### src/rtl/pdsc_pkg.sv
// ----------------------------------------------------------------------------
// pdsc_pkg
// Types and constants shared by the packet deframer with additive check.
// ----------------------------------------------------------------------------
package pdsc_pkg;

    localparam int MAX_PAYLOAD_DEF = 32;
    localparam logic [7:0] LEN_OVERHEAD = 8'd4;
    localparam int TDATA_W = 32;

    typedef enum logic [1:0] {
        ST_OK      = 2'd0,
        ST_LEN_ERR = 2'd1,
        ST_SUM_ERR = 2'd2
    } status_t;

    typedef struct packed {
        logic       last;
        logic [7:0] payload_byte;
        status_t    status;
        logic [7:0] packet_type;
        logic [7:0] payload_count;
    } res_t;

endpackage

### src/rtl/packet_deframer_sum_check.sv
// ----------------------------------------------------------------------------
// packet_deframer_sum_check
// Byte stream deframer: finds packets by start byte, passes payload words on
// and ends each packet with a status word.
//
// channel   dir  handshake            content
// s_*       in   s_tvalid/s_tready    tdata[7:0] rx_byte
// m_*       out  m_tvalid/m_tready    tdata status record, tlast end of packet
// cfg_*     in   cfg_valid/cfg_ready  cfg_data start_byte
//
// One byte per cycle while s_tready is high; the phase machine settles each
// byte combinationally and its result word is registered in the result register, or in the skid stage while m_* stalls.
// Reset is synchronous on aresetn low: hunting, start byte 0.
// s_tready drops only while both the result register and the skid stage are
// full; cfg_ready is always high.
// ----------------------------------------------------------------------------
module packet_deframer_sum_check #(
    parameter int MAX_PAYLOAD = pdsc_pkg::MAX_PAYLOAD_DEF
) (
    input  logic                          aclk,
    input  logic                          aresetn,
    input  logic                          s_tvalid,
    output logic                          s_tready,
    input  logic [7:0]                    s_tdata,   // [7:0] rx_byte
    output logic                          m_tvalid,
    input  logic                          m_tready,
    // [7:0] payload_byte, [9:8] status, [17:10] packet_type,
    // [25:18] payload_count, [31:26] zero
    output logic [pdsc_pkg::TDATA_W-1:0]  m_tdata,
    output logic                          m_tlast,
    input  logic                          cfg_valid,
    output logic                          cfg_ready,
    input  logic [7:0]                    cfg_data
);
    import pdsc_pkg::*;

    logic [7:0] start_byte_reg;
    logic       in_accept;
    logic       res_push;
    res_t       res;
    res_t       out_res;
    logic       room;

    assign cfg_ready = 1'b1;
    assign s_tready  = room;
    assign in_accept = s_tvalid && room;

    always_ff @(posedge aclk) begin
        if (!aresetn) begin
            start_byte_reg <= 8'd0;
        end else if (cfg_valid) begin
            start_byte_reg <= cfg_data;
        end
    end

    pdsc_core #(
        .MAX_PAYLOAD(MAX_PAYLOAD)
    ) u_core (
        .aclk       (aclk),
        .aresetn    (aresetn),
        .in_accept  (in_accept),
        .rx_byte    (s_tdata),
        .start_byte (start_byte_reg),
        .res_push   (res_push),
        .res        (res)
    );

    pdsc_skid u_skid (
        .aclk      (aclk),
        .aresetn   (aresetn),
        .push      (res_push),
        .push_data (res),
        .room      (room),
        .out_valid (m_tvalid),
        .out_ready (m_tready),
        .out_data  (out_res)
    );

    assign m_tlast = out_res.last;
    assign m_tdata = {6'd0, out_res.payload_count, out_res.packet_type,
                      out_res.status, out_res.payload_byte};

endmodule

### src/rtl/pdsc_core.sv
// ----------------------------------------------------------------------------
// pdsc_core
// Phase machine: hunts for the start byte, reads length and type, passes on
// payload words, rejects lengths over MAX_PAYLOAD and checks the 8-bit wrapping sum.
// ----------------------------------------------------------------------------
module pdsc_core #(
    parameter int MAX_PAYLOAD = pdsc_pkg::MAX_PAYLOAD_DEF
) (
    input  logic            aclk,
    input  logic            aresetn,
    input  logic            in_accept,
    input  logic [7:0]      rx_byte,
    input  logic [7:0]      start_byte,
    output logic            res_push,
    output pdsc_pkg::res_t  res
);
    import pdsc_pkg::*;

    typedef enum logic [2:0] {
        PH_HUNT,
        PH_LEN,
        PH_TYPE,
        PH_DATA,
        PH_CHECK
    } phase_t;

    phase_t     phase_reg, phase_next;
    logic [7:0] sum_reg, sum_next;
    logic [7:0] left_reg, left_next;
    logic [7:0] type_reg, type_next;
    logic [7:0] count_reg, count_next;
    logic [7:0] len_count;

    assign len_count = (rx_byte < LEN_OVERHEAD) ? 8'd0 : rx_byte - LEN_OVERHEAD;

    always_comb begin
        phase_next = phase_reg;
        sum_next   = sum_reg;
        left_next  = left_reg;
        type_next  = type_reg;
        count_next = count_reg;
        res_push   = 1'b0;
        res        = '0;
        if (in_accept) begin
            unique case (phase_reg)
                PH_HUNT: begin
                    if (rx_byte == start_byte) begin
                        sum_next   = rx_byte;
                        phase_next = PH_LEN;
                    end
                end
                PH_LEN: begin
                    if (len_count > 8'(MAX_PAYLOAD)) begin
                        phase_next = PH_HUNT;
                        res_push   = 1'b1;
                        res.last   = 1'b1;
                        res.status = ST_LEN_ERR;
                    end else begin
                        sum_next   = sum_reg + rx_byte;
                        count_next = len_count;
                        left_next  = len_count;
                        phase_next = PH_TYPE;
                    end
                end
                PH_TYPE: begin
                    type_next  = rx_byte;
                    sum_next   = sum_reg + rx_byte;
                    phase_next = (left_reg != 8'd0) ? PH_DATA : PH_CHECK;
                end
                PH_DATA: begin
                    sum_next         = sum_reg + rx_byte;
                    left_next        = left_reg - 8'd1;
                    if (left_reg == 8'd1) begin
                        phase_next = PH_CHECK;
                    end
                    res_push         = 1'b1;
                    res.payload_byte = rx_byte;
                end
                PH_CHECK: begin
                    phase_next        = PH_HUNT;
                    res_push          = 1'b1;
                    res.last          = 1'b1;
                    res.status        = (rx_byte == sum_reg) ? ST_OK : ST_SUM_ERR;
                    res.packet_type   = type_reg;
                    res.payload_count = count_reg;
                end
                default: begin
                    phase_next = PH_HUNT;
                end
            endcase
        end
    end

    always_ff @(posedge aclk) begin
        if (!aresetn) begin
            phase_reg <= PH_HUNT;
            sum_reg   <= 8'd0;
            left_reg  <= 8'd0;
            type_reg  <= 8'd0;
            count_reg <= 8'd0;
        end else begin
            phase_reg <= phase_next;
            sum_reg   <= sum_next;
            left_reg  <= left_next;
            type_reg  <= type_next;
            count_reg <= count_next;
        end
    end

endmodule

### src/rtl/pdsc_skid.sv
// ----------------------------------------------------------------------------
// pdsc_skid
// Result register with a skid stage, so the input side keeps moving while
// a finished word waits on the output.
// ----------------------------------------------------------------------------
module pdsc_skid (
    input  logic            aclk,
    input  logic            aresetn,
    input  logic            push,
    input  pdsc_pkg::res_t  push_data,
    output logic            room,
    output logic            out_valid,
    input  logic            out_ready,
    output pdsc_pkg::res_t  out_data
);
    import pdsc_pkg::*;

    logic out_valid_reg;
    res_t out_data_reg;
    logic skd_valid_reg;
    res_t skd_data_reg;

    assign room      = !skd_valid_reg;
    assign out_valid = out_valid_reg;
    assign out_data  = out_data_reg;

    always_ff @(posedge aclk) begin
        if (!aresetn) begin
            out_valid_reg <= 1'b0;
            skd_valid_reg <= 1'b0;
        end else begin
            if (out_ready || !out_valid_reg) begin
                if (skd_valid_reg) begin
                    out_valid_reg <= 1'b1;
                    skd_valid_reg <= 1'b0;
                end else begin
                    out_valid_reg <= push;
                end
            end else if (push) begin
                skd_valid_reg <= 1'b1;
            end
        end
    end

    always_ff @(posedge aclk) begin
        if (out_ready || !out_valid_reg) begin
            out_data_reg <= skd_valid_reg ? skd_data_reg : push_data;
        end else if (push) begin
            skd_data_reg <= push_data;
        end
    end

endmodule
### config.mk
export PLATFORM = sky130hd
export DESIGN_NAME = packet_deframer_sum_check
export DESIGN_NICKNAME = d
export VERILOG_FILES = /design/src/rtl/pdsc_pkg.sv /design/src/rtl/packet_deframer_sum_check.sv /design/src/rtl/pdsc_core.sv /design/src/rtl/pdsc_skid.sv
export SDC_FILE = /design/constraint.sdc
export NUM_CORES = 1
export LEC_CHECK = 0
export BUFFER_PORTS_ARGS = -buffer_cell sky130_fd_sc_hd__buf_2
export CORE_AREA = 4 4 105 107
export CTS_CLUSTER_DIAMETER = 120
export CTS_CLUSTER_SIZE = 28
export DETAILED_ROUTE_END_ITERATION = 10
export DIE_AREA = 0 0 109 111
export PLACE_DENSITY = 0.75
export SETUP_SLACK_MARGIN = 0.15
export SLEW_MARGIN = 30
export SYNTH_ARGS = -nofsm -noshare
export SYNTH_HDL_FRONTEND = slang
export SYNTH_HIERARCHICAL = 1
export SYNTH_SLANG_ARGS = --single-unit
### constraint.sdc
create_clock -name aclk -period 4.9 [get_ports aclk]
set_input_delay 1.225 -clock aclk [delete_from_list [all_inputs] [get_ports aclk]]
set_output_delay 1.225 -clock aclk [all_outputs]
set_load 0.005 [all_outputs]
# Word-level counts from Yosys, hierarchy flattened
# Cells that the tools add are included.
# totals
reg_bits,99
elab_cells,76
# classes
n_addsub,3
n_reduce_logical,17
order_cmp,2
n_eq_ne,10
n_mux,23
n_bitwise,3
# ops
cell,n
two-way mux 27 bit,2
two-way mux 8 bit,5
one-hot mux 8 bit (3 select lines),1
equality test 8 bit,2
two-way mux 16 bit,1
one-hot mux 8 bit (2 select lines),1
one-hot mux 3 bit (4 select lines),1
two-way mux 3 bit,3
AND reduction 3 bit,3
adder 8 bit,1
equality test 8 x 1 -> 1 bit (second input constant),1
> comparator 8 x 6 -> 1 bit (second input constant),1
< comparator 8 x 3 -> 1 bit (second input constant),1
nonzero test 8 bit,1
subtractor 8 x 1 -> 8 bit (second input constant),1
subtractor 8 x 3 -> 8 bit (second input constant),1
equality test 3 x 2 -> 1 bit (second input constant),2
OR reduction 2 bit,3
two-way mux 1 bit,4
two-way mux 2 bit,2
!= test 2 x 1 -> 1 bit (second input constant),2
one-hot mux 1 bit (2 select lines),2
one-hot mux 2 bit (2 select lines),1
AND reduction 2 bit,2
11 further kinds,14

# Depth between registers and ports, before layout
# depth
word_depth,7
mapped_depth,11
mapped_depth_nobuf,10

# By module
# Netlist, hierarchy kept.
# modules_own_cells
module,seq_area_each_um2,area_per_inst_um2,cells_per_inst,instances
pdsc_core,700.7,2498.6,311,1
pdsc_skid,1661.6,2070.7,93,1
packet_deframer_sum_check,160.2,367.9,35,1

# Worst setup path after synthesis
# OpenSTA, ideal clock, no wires.
# synth_timing
path_kind,input -> register
start,in s_tdata[2]
end,"reg u_skid/skd_data_reg[0] (netlist bit), enable pin"
arrival_ps,3784
setup_time_ps,411
setup_slack_ps,705
stages,9
n_path_buf,1
required_time_ps,4489
cell_sequence,buf_6 -> or4_4 -> o21ai_2 -> a22o_4 -> o21ai_0 -> o21ai_0 -> and2_1 -> inv_1 -> nor2_1
# synth_via
elab_chain_len,7
elab_cells_between_ends,8
classes_between,add/sub (1); order compare (2); mux (4); reduce/logical (1)
# synth_rtl
element,line,text
"start, declared",packet_deframer_sum_check.sv:24,"input logic [7:0] s_tdata,"
subtractor 8 x 3 -> 8 bit / < comparator 8 x 3 -> 1 bit (equally long branches),pdsc_core.sv:34,assign len_count = (rx_byte < LEN_OVERHEAD) ? 8'd0 : rx_byte - LEN_OVERHEAD;
two-way mux 8 bit (*),pdsc_core.sv:34,
> comparator 8 x 6 -> 1 bit (*),pdsc_core.sv:53,if (len_count > 8'(MAX_PAYLOAD)) begin
two-way mux 1 bit (*),pdsc_core.sv:53,
one-hot mux 1 bit (2 select lines) (*),pdsc_core.sv:45,unique case (phase_reg)
two-way mux 1 bit (*),pdsc_core.sv:44,if (in_accept) begin
net res_push,packet_deframer_sum_check.sv:39,logic res_push;
AND reduction 2 bit (no line) (*),-,
"end signal, assigned",pdsc_skid.sv:49,skd_data_reg <= push_data;
"end, declared",pdsc_skid.sv:21,res_t skd_data_reg;
# The timed path passes the listed nets; every way through them passes the cells marked *.
# A chain may end at the register's enable or synchronous reset.

# Final worst setup path
# layout_timing
start,in s_tdata[2]
end,reg u_core.sum_reg[4]
# layout_via
elab_chain_len,5
elab_cells_between_ends,11
classes_between,add/sub (2); order compare (2); eq/ne (3); mux (3); reduce/logical (1)
# layout_rtl
element,line,text
subtractor 8 x 3 -> 8 bit / < comparator 8 x 3 -> 1 bit (equally long branches),pdsc_core.sv:34,
two-way mux 8 bit,pdsc_core.sv:34,
> comparator 8 x 6 -> 1 bit,pdsc_core.sv:53,
!= test 2 bit (no line),-,
AND reduction 4 bit (no line),-,
"end signal, assigned",pdsc_core.sv:103,sum_reg <= sum_next;
"end, declared",pdsc_core.sv:28,"logic [7:0] sum_reg, sum_next;"
# Parallel ways exist; a longest one is shown, timed or not. The select of a mux whose other input is x is not followed.

==> metrics <==
Sequential Area=2520 sq um; type of the worst min-delay path=flip-flop to flip-flop; Pre-antenna DRT Iters=4; Pwr Total=1.45 mW; Final Hold Fails=0; synthesized area=4940 sq um; clock root buffer=clkbuf_8; postcts setup bufs=0; sequential share of the synthesized area=51.1%; H-tree levels=3; Final Util=53.1%; first-pass GRT wire length=16000 um; initial antenna violation count=0; Critical Path AT=3920 ps; Cell Area, Placed=5200 sq um; Die X=109 um; CTS Buf Count=9; Netlist cell types=62; area grow syn2layout=9.10%; Clk Latency, worst-skew pair=370 ps; Max Slew Vio Count=0; vias per cell=5.43; FF+latch count, synth=99; Post-synth top flop=edfxtp_1; Non-Filler Instances=618; final setup vio count=0; vias in the first global route=3210; IO Port Bufs=49; ant diodes=0; CTS clk-pin slew, worst paths=100 ps; CTS Hold Bufs=0; GRT Total Usage=16.7%; slowest CP cell=a211oi_4; Peak VDD IR=156 uV; largest family of logic cells by synthesized area=simple AND/OR/NAND/NOR gates; largest net degree at the start of global routing=31; Mean Syn Cell Area=11.2 sq um; most frequent cells in the layout=54 x edfxtp_1, 49 x buf_2, 45 x dfxtp_1; Post-Synth XOR/XNOR Area=1.77%; hpwl dp=6950 um; Post-CTS Resized=0; yosys warns=6; setup TNS=0 ps; CTS sink cnt=99; Slew headroom=47.1%; Final Routed Wirelength=9720 um; post-route cell area=5390 sq um; Fillers=863; Die Ht=111 um; Critical Path RT=5160 ps; grt total ovfl=0; Maximum Capacitance Violations=0; leakage power=2.12 nW; Core ar.=10100 sq um; CP endpoint kind=flip-flop; Crit Path Category=input pin to flip-flop; CTS tree=done; crit-path cells=buf_2 > inv_1 > ha_1 > xnor2_1 > nand4_1 > a22o_4 > nor2b_4 > a211oi_4 > o311ai_0 > o211a_1; vias after detailed routing=3356; crit-path max cell delay=680 ps; Post-Syn Instances=439; post-synthesis mux area share=11.7%; Iter 0 DRT Violations=213; outcome=completed; Die ar.=12100 sq um; simple-gate area share of the yosys netlist=16.1%; adder-cell share of the synthesized area=3.19%; Post-synth EDFFs=54; Final min period=3660 ps; nets@finish=510; I/O pin cnt=57; Initial Utilization=48.7%; GP Congestion=0.883; unrepaired setup endpoints after global routing=false; Cells after DPL=602; maximum root-to-sink buffer count=2; layout cells sized above 1=23.7%; skew final=11.6 ps; fraction of registers with async set/reset=0%; FMAX=0.273 GHz; # DRC=0; area of the multi-input gates=2200 sq um; final worst path period share=74.6%; critical path launch point type=input pin; ANT nets after route=0; Worst-Margin Slew=788 ps; PwrDens=269 nW/um^2; Crit Path Max Fanout=15; FP Rows=37; wire length per cell=15.7 um; most common cell after layout, fill and taps aside=edfxtp_1; Synth Area in Compound Gates=11.2%
==> kinds of logic (layout without fill, tap and decap cells) <==
logic type,Yosys count,after routing
compound gates,75,75
xor+xnor,10,10
fa+ha+maj,12,12
buf+inv,42,80
flops,99,99
mux,51,51
other cells,2,7
simple gates,148,148
==> synth_stat cells, drive strengths merged (3+ instances only) <==
| master | count | area [sq um] |
|---|---|---|
| a21oi | 19 | 95.1 |
| nand2b | 3 | 18.8 |
| nor2 | 42 | 160 |
| nand4 | 3 | 18.8 |
| o31ai | 4 | 30.0 |
| or2 | 3 | 21.3 |
| dfxtp | 45 | 901 |
| nor2b | 17 | 114 |
| mux2i | 23 | 230 |
| o21ai | 16 | 83.8 |
| nor3 | 12 | 60.1 |
| edfxtp | 54 | 1620 |
| a211oi | 9 | 95.1 |
| nor3b | 8 | 65.1 |
| nor4 | 3 | 18.8 |
| a31oi | 3 | 18.8 |
| nand2 | 19 | 71.3 |
| and3 | 4 | 25.0 |
| xnor2 | 10 | 87.6 |
| o211ai | 3 | 22.5 |
| mux2 | 28 | 345 |
| ha | 11 | 138 |
| and2 | 27 | 169 |
| clkbuf | 11 | 41.3 |
| o211a | 3 | 30.0 |
| inv | 12 | 45.0 |
| or4 | 3 | 27.5 |
| buf | 19 | 156 |
==> area by class of cell <==
type | instances | share of cell area [%]
inverter | 12 | 0.836
multi-input combinational | 303 | 40.8
tap | 136 | 3.16
clock buffer | 10 | 2.37
timing repair buffer | 52 | 4.97
sequential | 99 | 46.8
clock inverter | 6 | 1.07
==> metrics by stage <==
stage	setup WS, ps	hold slack, ps
after floorplan	705	444
after global placement	1030	457
after detailed placement	899	470
after CTS	1280	485
after global routing	1040	509
final	1240	487
==> worst max-delay path: cells and delay by family <==
family                     cells  cell delay, ps
AOI/OAI and AO/OA              4            1500
xor gates and xnor gates       1             310
buffers and inverters          2             300
and+or+nand+nor                2             290
adders and majority gates      1             280
==> metal layers <==
layer,vias to the layer above,share of wire (%),GRT usage (%)
met5,-,0,0
met4,0,1.0,5.81
met3,8,5.3,3.20
met2,110,47,26.1
met1,1603,46,23.1
li1,1635,-,-
==> power breakdown <==
part / switching [mW] / internal, mW / total, mW / leakage [nW]
clock network: 0.298 / 0.196 / 0.493 / 0.0945
registers: 0.00397 / 0.870 / 0.874 / 0.918
logic: 0.0479 / 0.0323 / 0.0802 / 1.11
==> final timing paths <==
check / startpoint / to / slack (ps) / cells after the start
min reg2reg: u_core/left_reg[7]$_SDFFE_PN0P_ / u_core/left_reg[7]$_SDFFE_PN0P_ / 490 / 2
max reg2reg: start_byte_reg[3]$_SDFFE_PN0P_ / u_core/sum_reg[4]$_SDFFE_PN0P_ / 2600 / 7
max: s_tdata[2] / u_core/sum_reg[4]$_SDFFE_PN0P_ / 1240 / 10
min: u_core/left_reg[7]$_SDFFE_PN0P_ / u_core/left_reg[7]$_SDFFE_PN0P_ / 490 / 2
No activity file was read; power rests on OpenSTA's default activity.
